### src/rtl/core/isp_pkg.sv
// shared types and constants for the icon size selection parser
`timescale 1ns / 1ps

package isp_pkg;

    localparam int unsigned WORD_W = 32;

    localparam logic [WORD_W-1:0] PREF_SIZE_RESET = 32'd64;
    localparam logic [WORD_W-1:0] MIN_WORDS       = 32'd2;

    localparam logic OP_START = 1'b0;
    localparam logic OP_WORD  = 1'b1;

    typedef enum logic [3:0] {
        PH_IDLE   = 4'b0001,
        PH_WIDTH  = 4'b0010,
        PH_HEIGHT = 4'b0100,
        PH_SKIP   = 4'b1000
    } phase_t;

    typedef struct packed {
        logic [WORD_W-1:0] size;
        logic [WORD_W-1:0] offset;
        logic [WORD_W-1:0] width;
        logic [WORD_W-1:0] height;
    } best_t;

endpackage

### src/rtl/core/isp_select.sv
// candidate icon compare against the current best choice
`timescale 1ns / 1ps

module isp_select (
    input  isp_pkg::best_t             best,
    input  logic [isp_pkg::WORD_W-1:0] target_size,
    input  logic [isp_pkg::WORD_W-1:0] cand_width,
    input  logic [isp_pkg::WORD_W-1:0] cand_height,
    output logic [isp_pkg::WORD_W-1:0] cand_size,
    output logic                       take
);
    import isp_pkg::*;

    logic too_small;
    logic too_large;
    logic empty;
    logic bigger;
    logic smaller;

    always_comb begin
        cand_size = (cand_width > cand_height) ? cand_width : cand_height;
        too_small = best.size < target_size;
        too_large = best.size > target_size;
        empty     = (cand_width == '0) || (cand_height == '0);
        bigger    = too_small && (cand_size > best.size);
        smaller   = too_large && (cand_size >= target_size) && (cand_size < best.size);
        take      = !empty && (bigger || smaller || (best.size == '0));
    end

endmodule

### src/rtl/core/icon_size_selection_parser.sv
// top level of the icon size selection parser
//
//   channel  direction  fields
//   s_       in         op, word
//   m_       out        found, icon_offset, icon_width, icon_height, icon_size
//   cfg_     in         target_size
//
// one item per cycle while the result is not stalled; an accepted item sits in the input
// register and, once the result register is free, goes through the header multiply and
// best-size compare into the parse state and, when it ends a parse, into the result register.
// a stalled result holds the result register and backs up into the input register.
// aresetn clears the parse state and the target size returns to 64.
`timescale 1ns / 1ps

module icon_size_selection_parser (
    input  logic                       aclk,
    input  logic                       aresetn,
    input  logic                       s_valid,
    output logic                       s_ready,
    input  logic                       s_op,
    input  logic [isp_pkg::WORD_W-1:0] s_word,
    output logic                       m_valid,
    input  logic                       m_ready,
    output logic                       m_found,
    output logic [isp_pkg::WORD_W-1:0] m_icon_offset,
    output logic [isp_pkg::WORD_W-1:0] m_icon_width,
    output logic [isp_pkg::WORD_W-1:0] m_icon_height,
    output logic [isp_pkg::WORD_W-1:0] m_icon_size,
    input  logic                       cfg_valid,
    output logic                       cfg_ready,
    input  logic [isp_pkg::WORD_W-1:0] cfg_target_size
);
    import isp_pkg::*;

    logic [WORD_W-1:0] pref_reg;

    logic              in_valid_reg;
    logic              in_op_reg;
    logic [WORD_W-1:0] in_word_reg;

    phase_t            phase_reg,     phase_next;
    logic [WORD_W-1:0] words_left_reg, words_left_next;
    logic [WORD_W-1:0] position_reg,  position_next;
    logic [WORD_W-1:0] hdr_width_reg, hdr_width_next;
    logic [WORD_W-1:0] skip_reg,      skip_next;
    best_t             best_reg,      best_next;

    logic              out_valid_reg, out_valid_next;
    logic              found_reg;
    logic [WORD_W-1:0] offset_reg;
    logic [WORD_W-1:0] width_reg;
    logic [WORD_W-1:0] height_reg;
    logic [WORD_W-1:0] size_reg;

    logic                out_free;
    logic                proc_en;
    logic                emit;
    logic [2*WORD_W-1:0] product;
    logic [WORD_W-1:0]   cand_size;
    logic                take;

    assign cfg_ready = 1'b1;
    assign out_free  = !out_valid_reg || m_ready;
    assign proc_en   = in_valid_reg && out_free;
    assign s_ready   = !in_valid_reg || proc_en;

    assign product = {{WORD_W{1'b0}}, hdr_width_reg} * {{WORD_W{1'b0}}, in_word_reg};

    isp_select u_select (
        .best        (best_reg),
        .target_size (pref_reg),
        .cand_width  (hdr_width_reg),
        .cand_height (in_word_reg),
        .cand_size   (cand_size),
        .take        (take)
    );

    always_comb begin
        logic [WORD_W-1:0] wl;
        logic              icon_done;
        phase_next      = phase_reg;
        words_left_next = words_left_reg;
        position_next   = position_reg;
        hdr_width_next  = hdr_width_reg;
        skip_next       = skip_reg;
        best_next       = best_reg;
        emit            = 1'b0;
        icon_done       = 1'b0;
        wl              = words_left_reg - 1'b1;
        if (proc_en) begin
            if (in_op_reg == OP_START) begin
                best_next       = '0;
                position_next   = '0;
                hdr_width_next  = '0;
                skip_next       = '0;
                words_left_next = in_word_reg;
                if (in_word_reg < MIN_WORDS) begin
                    words_left_next = '0;
                    emit            = 1'b1;
                    phase_next      = PH_IDLE;
                end else begin
                    phase_next = PH_WIDTH;
                end
            end else if (phase_reg != PH_IDLE) begin
                words_left_next = wl;
                position_next   = position_reg + 1'b1;
                case (phase_reg)
                    PH_WIDTH: begin
                        hdr_width_next = in_word_reg;
                        phase_next     = PH_HEIGHT;
                    end
                    PH_HEIGHT: begin
                        if (product > {{WORD_W{1'b0}}, wl}) begin
                            skip_next = wl;
                        end else begin
                            skip_next = product[WORD_W-1:0];
                            if (take) begin
                                best_next.size   = cand_size;
                                best_next.offset = position_reg - 1'b1;
                                best_next.width  = hdr_width_reg;
                                best_next.height = in_word_reg;
                            end
                        end
                        if (skip_next == '0) begin
                            icon_done = 1'b1;
                        end else begin
                            phase_next = PH_SKIP;
                        end
                    end
                    PH_SKIP: begin
                        skip_next = skip_reg - 1'b1;
                        if (skip_next == '0) begin
                            icon_done = 1'b1;
                        end
                    end
                    default: begin
                        phase_next = PH_IDLE;
                    end
                endcase
                if (icon_done) begin
                    if (wl == '0) begin
                        emit       = 1'b1;
                        phase_next = PH_IDLE;
                    end else if (wl < MIN_WORDS) begin
                        skip_next  = wl;
                        phase_next = PH_SKIP;
                    end else begin
                        phase_next = PH_WIDTH;
                    end
                end
            end
        end
    end

    always_comb begin
        if (emit) begin
            out_valid_next = 1'b1;
        end else if (m_ready) begin
            out_valid_next = 1'b0;
        end else begin
            out_valid_next = out_valid_reg;
        end
    end

    always_ff @(posedge aclk) begin
        if (!aresetn) begin
            pref_reg       <= PREF_SIZE_RESET;
            in_valid_reg   <= 1'b0;
            out_valid_reg  <= 1'b0;
            phase_reg      <= PH_IDLE;
            words_left_reg <= '0;
            position_reg   <= '0;
            hdr_width_reg  <= '0;
            skip_reg       <= '0;
            best_reg       <= '0;
        end else begin
            if (cfg_valid && cfg_ready) begin
                pref_reg <= cfg_target_size;
            end
            if (s_ready) begin
                in_valid_reg <= s_valid;
            end
            out_valid_reg  <= out_valid_next;
            phase_reg      <= phase_next;
            words_left_reg <= words_left_next;
            position_reg   <= position_next;
            hdr_width_reg  <= hdr_width_next;
            skip_reg       <= skip_next;
            best_reg       <= best_next;
        end
    end

    // item and result payloads
    always_ff @(posedge aclk) begin
        if (s_ready && s_valid) begin
            in_op_reg   <= s_op;
            in_word_reg <= s_word;
        end
        if (emit) begin
            found_reg  <= (best_next.size != '0);
            offset_reg <= (best_next.size != '0) ? best_next.offset : '0;
            width_reg  <= (best_next.size != '0) ? best_next.width  : '0;
            height_reg <= (best_next.size != '0) ? best_next.height : '0;
            size_reg   <= best_next.size;
        end
    end

    assign m_valid       = out_valid_reg;
    assign m_found       = found_reg;
    assign m_icon_offset = offset_reg;
    assign m_icon_width  = width_reg;
    assign m_icon_height = height_reg;
    assign m_icon_size   = size_reg;

endmodule

### config.mk
export PLATFORM = sky130hd
export DESIGN_NAME = icon_size_selection_parser
export DESIGN_NICKNAME = d
export VERILOG_FILES = /design/src/rtl/core/isp_pkg.sv /design/src/rtl/core/isp_select.sv /design/src/rtl/core/icon_size_selection_parser.sv
export SDC_FILE = /design/constraint.sdc
export NUM_CORES = 2
export LEC_CHECK = 0
export BUFFER_PORTS_ARGS = -buffer_cell sky130_fd_sc_hd__buf_2
export CAP_MARGIN = 20
export CORE_ASPECT_RATIO = 1.4
export CORE_MARGIN = 8
export CORE_UTILIZATION = 59
export CTS_CLUSTER_SIZE = 20
export DETAILED_ROUTE_END_ITERATION = 7
export GPL_TIMING_DRIVEN = 0
export PLACE_DENSITY = 0.79
export SKIP_LAST_GASP = 1
export SYNTH_ARGS = -nofsm -noshare
export SYNTH_HDL_FRONTEND = slang
export SYNTH_HIERARCHICAL = 1
export SYNTH_SLANG_ARGS = --single-unit
### constraint.sdc
create_clock -name aclk -period 31.8 [get_ports aclk]
set_clock_uncertainty 0.1 [all_clocks]
set_input_delay 3.18 -clock aclk [delete_from_list [all_inputs] [get_ports aclk]]
set_output_delay 3.18 -clock aclk [all_outputs]
set_load 0.02 [all_outputs]
Yosys cells after proc, flatten, opt, wreduce, memory -nomap -nowiden
Index checks and enable logic that the tools add are counted.
- bits in registers: 456
- latch bits: 0
- RAM bits: 0
- bits in read-only memories: 0
- input bits: 70
- output and inout port bits: 132
- word-level logic and storage cells: 114
- memories kept: 0
- add/sub/neg operators: 4
- $mul: 1
- div/mod/pow operators: 0
- $lt $le $gt $ge: 9
- equal/unequal tests: 8
- shift operators: 0
- mux-type cells: 48
- bitwise operators: 0
- reductions and logical operators: 25
- operators with widths (cell ; count):
    2-to-1 mux 128 bit ; 6
    2-to-1 mux 32 bit ; 19
    logical NOT 32 bit ; 6
    greater-than comparator 32 bit ; 3
    subtractor 32 x 1 -> 32 bit (second input constant) ; 3
    greater-than comparator 64 x 32 -> 1 bit ; 1
    < comparator 32 x 2 -> 1 bit (second input constant) ; 2
    < comparator 32 bit ; 2
    multiplier 32 x 32 -> 64 bit ; 1
    one-hot mux 32 bit (2 select lines) ; 1
    adder 32 x 1 -> 32 bit (second input constant) ; 1
    >= comparator 32 bit ; 1
    nonzero test 32 bit ; 1
    2-to-1 mux 4 bit ; 6
    2-to-1 mux 1 bit ; 13
    one-hot mux 4 bit (3 select lines) ; 1
    logical AND 1 bit ; 6
    logical OR 1 bit ; 5
    equality test 4 x 2 -> 1 bit (second input constant) ; 1
    equality test 4 x 3 -> 1 bit (second input constant) ; 1
    equality test 4 bit (second input constant) ; 1
    inequality test 2 x 1 -> 1 bit (second input constant) ; 2
    inequality test 4 x 1 -> 1 bit (second input constant) ; 1
    inequality test 4 bit (second input constant) ; 1
    8 further kinds ; 10

Longest topological paths before layout
- depth after elaboration: 18
- depth in mapped cells: 45
- gate-level depth less buffers: 37

Hierarchy
Netlist, hierarchy kept.
- by module, submodules not included (module ; times used ; cells an instance ; area an instance (um^2) ; sequential area each (um^2)):
    icon_size_selection_parser ; 1 ; 6412 ; 56982.2 ; 10750.3
    isp_select ; 1 ; 639 ; 4446.8 ; 0.0

Worst setup path after synthesis
No wires, ideal clock.
- path kind: register to register
- start point: register in_word_reg[2]
- end point: register found_reg (netlist: m_found), enable pin
- library setup time: 1.310 ns
- data arrival time: 29.006 ns
- data required time: 30.390 ns
- setup slack: 1.384 ns
- stages on the path, launching flop included: 36
- buffers on the path: 3
- clock period less this slack: 30.416 ns
- path through: edfxtp_1 clkbuf_1 clkbuf_1 and2_1 fa_1 inv_1 fa_1 fa_1 fa_1 inv_1 fa_1 inv_1 fa_1 inv_1 fa_1 fa_1 ha_1 clkbuf_1 nand4_1 or2_2 o21ai_0 a21boi_0 xnor2_1 ha_1 nand4_1 nor4_1 and3_1 a31oi_1 nor2b_1 nand4_1 nor4_1 nand4_1 nor4_4 mux2_2 a21oi_2 a2111oi_0
- longest elaborated chain between the ends: 17
- elaborated cells between the ends (all ways): 19
- those cells by class: 1 x mul; 2 x order compare; 15 x mux; 1 x reduce/logical
- ends and longest elaborated chain (item ; line ; source):
    start, declared ; icon_size_selection_parser.sv:39 ; logic [WORD_W-1:0] in_word_reg;
    start signal, assigned ; icon_size_selection_parser.sv:197 ; in_word_reg <= s_word;
    multiplier 32 x 32 -> 64 bit ; icon_size_selection_parser.sv:67 ; assign product = {{WORD_W{1'b0}}, hdr_width_reg} * {{WORD_W{1'b0}}, in_word_reg};
    greater-than comparator 64 x 32 -> 1 bit ; icon_size_selection_parser.sv:113 ; if (product > {{WORD_W{1'b0}}, wl}) begin
    2-to-1 mux 32 bit ; icon_size_selection_parser.sv:113 ;
    2-to-1 mux 32 bit ; icon_size_selection_parser.sv:107 ; case (phase_reg)
    2-to-1 mux 32 bit ; icon_size_selection_parser.sv:104 ; end else if (phase_reg != PH_IDLE) begin
    2-to-1 mux 32 bit ; icon_size_selection_parser.sv:91 ; if (in_op_reg == OP_START) begin
    2-to-1 mux 32 bit ; icon_size_selection_parser.sv:90 ; if (proc_en) begin
    logical NOT 32 bit ; icon_size_selection_parser.sv:124 ; if (skip_next == '0) begin
    (+2 left out) ; - ;
    2-to-1 mux 1 bit ; icon_size_selection_parser.sv:104 ;
    2-to-1 mux 1 bit ; icon_size_selection_parser.sv:91 ;
    2-to-1 mux 1 bit ; icon_size_selection_parser.sv:90 ;
    2-to-1 mux 1 bit ; icon_size_selection_parser.sv:140 ; if (icon_done) begin
    2-to-1 mux 1 bit ; icon_size_selection_parser.sv:104 ;
    2-to-1 mux 1 bit * ; icon_size_selection_parser.sv:91 ;
    2-to-1 mux 1 bit * ; icon_size_selection_parser.sv:90 ;
    named net emit ; icon_size_selection_parser.sv:57 ; logic emit;
    end signal, assigned ; icon_size_selection_parser.sv:200 ; found_reg <= (best_next.size != '0);
    end, declared ; icon_size_selection_parser.sv:49 ; logic found_reg;
The timed path passes the listed nets; every way through them passes the cells marked *. The select of a mux whose other input is x is not followed.
A chain may end at the register's enable or synchronous reset.

Final worst setup path
- start point: register in_word_reg[13]
- end point: register size_reg[21] (netlist: m_icon_size[21]), enable pin
- longest elaborated chain between the ends: 17
- elaborated cells between the ends (all ways): 19
- those cells by class: 1 x mul; 2 x order compare; 15 x mux; 1 x reduce/logical
- ends and longest elaborated chain (item ; line ; source):
    multiplier 32 x 32 -> 64 bit ; icon_size_selection_parser.sv:67 ;
    greater-than comparator 64 x 32 -> 1 bit ; icon_size_selection_parser.sv:113 ;
    2-to-1 mux 32 bit ; icon_size_selection_parser.sv:113 ;
    2-to-1 mux 32 bit ; icon_size_selection_parser.sv:107 ;
    2-to-1 mux 32 bit ; icon_size_selection_parser.sv:104 ;
    2-to-1 mux 32 bit ; icon_size_selection_parser.sv:91 ;
    2-to-1 mux 32 bit ; icon_size_selection_parser.sv:90 ;
    logical NOT 32 bit ; icon_size_selection_parser.sv:124 ;
    (+2 left out) ; - ;
    2-to-1 mux 1 bit ; icon_size_selection_parser.sv:104 ;
    2-to-1 mux 1 bit ; icon_size_selection_parser.sv:91 ;
    2-to-1 mux 1 bit ; icon_size_selection_parser.sv:90 ;
    2-to-1 mux 1 bit ; icon_size_selection_parser.sv:140 ;
    2-to-1 mux 1 bit ; icon_size_selection_parser.sv:104 ;
    2-to-1 mux 1 bit * ; icon_size_selection_parser.sv:91 ;
    2-to-1 mux 1 bit * ; icon_size_selection_parser.sv:90 ;
    named net emit ; icon_size_selection_parser.sv:57 ;
    end signal, assigned ; icon_size_selection_parser.sv:204 ; size_reg <= best_next.size;
    end, declared ; icon_size_selection_parser.sv:53 ; logic [WORD_W-1:0] size_reg;
Marks and branches as above.

==> flow_summary_export.csv <==
group,metric,value,unit
clocking,cts_made_buffers,38,
drt,vias,56019,
final_layout,final_nets,8728,
grt,antenna_found_initial,32,
logic_synthesis,netlist_area,61430,µm²
floorplanning,die_y,397.8,µm
outcome,status,"complete, no violations",
worst_setup_path,cp_max_fo,10,
logic_synthesis,ys_ff_latch,456,
clocking,cts_resized,0,
grt,top_usage_layer,"met2",
drt,drc,0,
logic_synthesis,netlist.area_leader.share,0.2920,
final_layout,fin_util,0.6372,
logic_synthesis,synth.distinct_cells,99,
drt,viasPerCell,6.402,
worst_setup_path,required,31.97,ns
timing,max_clock_freq,62.28,MHz
placement,io_buffers,199,
logic_synthesis,yosysSeqAreaShare,0.1750,
clocking,cts_hold_buf,0,
worst_setup_path,critPathLaunchType,"register",
drt,wire_per_inst,28.97,µm
logic_synthesis,ys_warn_count,6,
grt,met3_usage,0.1130,
timing,slew_violations,0,
worst_setup_path,slowest_delay,1.07,ns
clocking,cts_tree,"built",
timing,rsz0062_at_grt,"no",
floorplanning,start_util,0.5924,
logic_synthesis,synthFlopType,"dfxtp_1",
timing,finalHoldViolations,0,
timing,setup_viol,0,
worst_setup_path,critical_path_class,"register to register",
final_layout,drive_gt1_frac,0.05704,
worst_setup_path,endpoint_kind,"register",
flow_run,drv_cap,0,
logic_synthesis,synth_cells,7051,
grt,grt_util_all_layers,0.4426,
logic_synthesis,yosys-top-cells-area,"fa_1 (29%), dfxtp_1 (9.6%), ha_1 (8.7%)",
logic_synthesis,synth_fp_nets,8446,
worst_setup_path,crit_top_cell,"fa_1",
floorplanning,die_w,288.7,µm
drt,dr.first_iter.drc_count,6334,
floorplanning,rows,140,
timing,finalSetupTns,0,ns
grt,grt_max_degree,34,
timing,max_slew_margin,0.1600,
clocking,post_cts_buffers,0,
drt,final_antenna_net_count,0,
clocking,clkSinkCount,456,
grt,use_met1,0.4694,
worst_setup_path,critPathBufInv,15,
placement,post-place-ws,15.60,ns
logic_synthesis,synthArstFlopShare,0,
pwr,static-leakage-power,30.25,nW
timing,finalWorstPathRequiredPeriod,16.06,ns
clocking,cts.clk_slew.worst_paths,0.08,ns
logic_synthesis,synth-edff-count,162,
drt,first_pass_iters,7,
worst_setup_path,crit_slowest_cell,"a2111oi_2",
worst_hold_path,min_path_type,"register to register",
clocking,cts_buffer_depth,3,
grt,grt_pass1_vias,57213,
worst_setup_path,worst_path_dominant_cell_family,"adder cells",
grt,overflow,0,
final_layout,syn2layout_area_growth,7.571,%
placement,dpl.hpwl,202200,µm
floorplanning,io_pins,202,
logic_synthesis,yosysTopAreaCell,"fa_1",
pwr,peakVddDrop,0.03312,mV
pwr,cellPowerDensity,21.71,nW/µm²
drt,routed_wl,253500,µm
timing,fin_crit_sh,0.5049,
floorplanning,core-area,103700,µm²
timing,timing.final.ws_setup,15.74,ns
final_layout,largest_register_ffs,128,
final_layout,n_fill_cell,8987,
clocking,clock_latency,0.59,ns
worst_setup_path,critPathArrivalTime,16.22,ns
logic_synthesis,syn-mean-instance-area,8.712,µm²
placement,gp_congestion,1.074,
floorplanning,dieArea,114800,µm²
clocking,clockRootBuffer,"clkbuf_16",
grt,grt_pass1_wl,370000,µm
grt,globalRouteMet2Util,0.7006,
timing,worstMarginPinSlew,1.260,ns
timing,hold_ws,0.3990,ns
clocking,htreeDepth,2,
==> synth_stat cells (38+ instances only) <==
| master | count |
|---|---|
| a21oi_1 | 285 |
| nand4_1 | 97 |
| a31oi_1 | 48 |
| buf_2 | 43 |
| o21ai_0 | 181 |
| dfxtp_1 | 294 |
| edfxtp_1 | 162 |
| and2_1 | 573 |
| nor2_1 | 249 |
| inv_1 | 1022 |
| a21boi_0 | 52 |
| fa_1 | 896 |
| a22o_1 | 68 |
| nand3_1 | 46 |
| nor4_1 | 90 |
| a21o_1 | 38 |
| nor2b_1 | 164 |
| o21ai_1 | 42 |
| ha_1 | 429 |
| nand2_1 | 941 |
| mux2i_1 | 41 |
| xnor2_1 | 84 |
| a22oi_1 | 143 |
| clkbuf_1 | 422 |
| xor2_1 | 55 |
| nor3_1 | 98 |
==> routing by layer <==
layer  wire (µm)  vias to the layer above
li1            -                    23583
met5          79                        -
met2      114100                     3823
met4       32860                       10
met3       25320                     1348
met1       81180                    27255
==> cells in the final DEF (no fill, tap or decap), types with 164 or more instances in the layout <==
cell      count
fa_1        896
buf_2       252
nor2_1      249
a21oi_1     285
ha_1        429
o21ai_0     181
dfxtp_1     294
inv_1      1022
and2_1      572
nand2_1     941
nor2b_1     164
clkbuf_1    424
==> tightest hold or removal path: stages (launching register included) <==
cell,delay (ns)
dfxtp_1,0.32
nand2_1,0.07
a21boi_0,0.07
==> cells by family after synthesis <==
kind of cell | count (synthesis) | share of synthesized area
multiplexers | 46 | 0.007597
buffers and inverters | 1522 | 0.09512
other | 1 | 0.00006105
AO/OA/AOI/OAI | 1144 | 0.1249
flip-flops | 456 | 0.1750
AND/OR/NAND/NOR | 2418 | 0.1981
adder cells (fa/ha/maj) | 1325 | 0.3794
XOR/XNOR | 139 | 0.01982
==> path summary, 6_finish.rpt <==
check,start,to,slack (ns),depth (start not counted)
worst max-delay path,in_word_reg[13]$_DFFE_PP_,m_icon_size[21]$_DFFE_PP_,15.74,44
worst min-delay path,best_reg[85]$_SDFF_PN0_,best_reg[85]$_SDFF_PN0_,0.40,2
worst max register to register,in_word_reg[13]$_DFFE_PP_,m_icon_size[21]$_DFFE_PP_,15.74,44
worst min register to register,best_reg[85]$_SDFF_PN0_,best_reg[85]$_SDFF_PN0_,0.40,2
==> metrics by stage <==
step / instance area [µm²] / instances / power (mW)
global route: 66000 / 8718 / 1.462
finish: 66080 / 8750 / 1.434
detailed placement: 64500 / 8633 / 0.9030
CTS: 65850 / 8703 / 1.415
floorplan: 61430 / 7051 / 0.7839
global placement: 64110 / 8599 / 0.8978
==> layout make-up <==
cell class / count / area [µm²] / share of cell area
flip-flops and latches: 456 / 10750 / 0.1627
well taps: 1349 / 1688 / 0.02554
plain buffers: 500 / 2008 / 0.03039
diodes: 38 / 95.09 / 0.001439
clock buffers: 49 / 1106 / 0.01674
multi-input cells: 5073 / 44860 / 0.6788
inverters: 1022 / 3836 / 0.05805
repair buffers: 242 / 1498 / 0.02266
clock inverters: 21 / 242.7 / 0.003673
==> power by group <==
part           total, mW  internal (mW)  switching [mW]
Combinational      0.292         0.0775           0.214
Sequential         0.618          0.609         0.00935
Clock              0.525          0.283           0.241
Total               1.43          0.969           0.465
(Power assumes the default switching activity.)
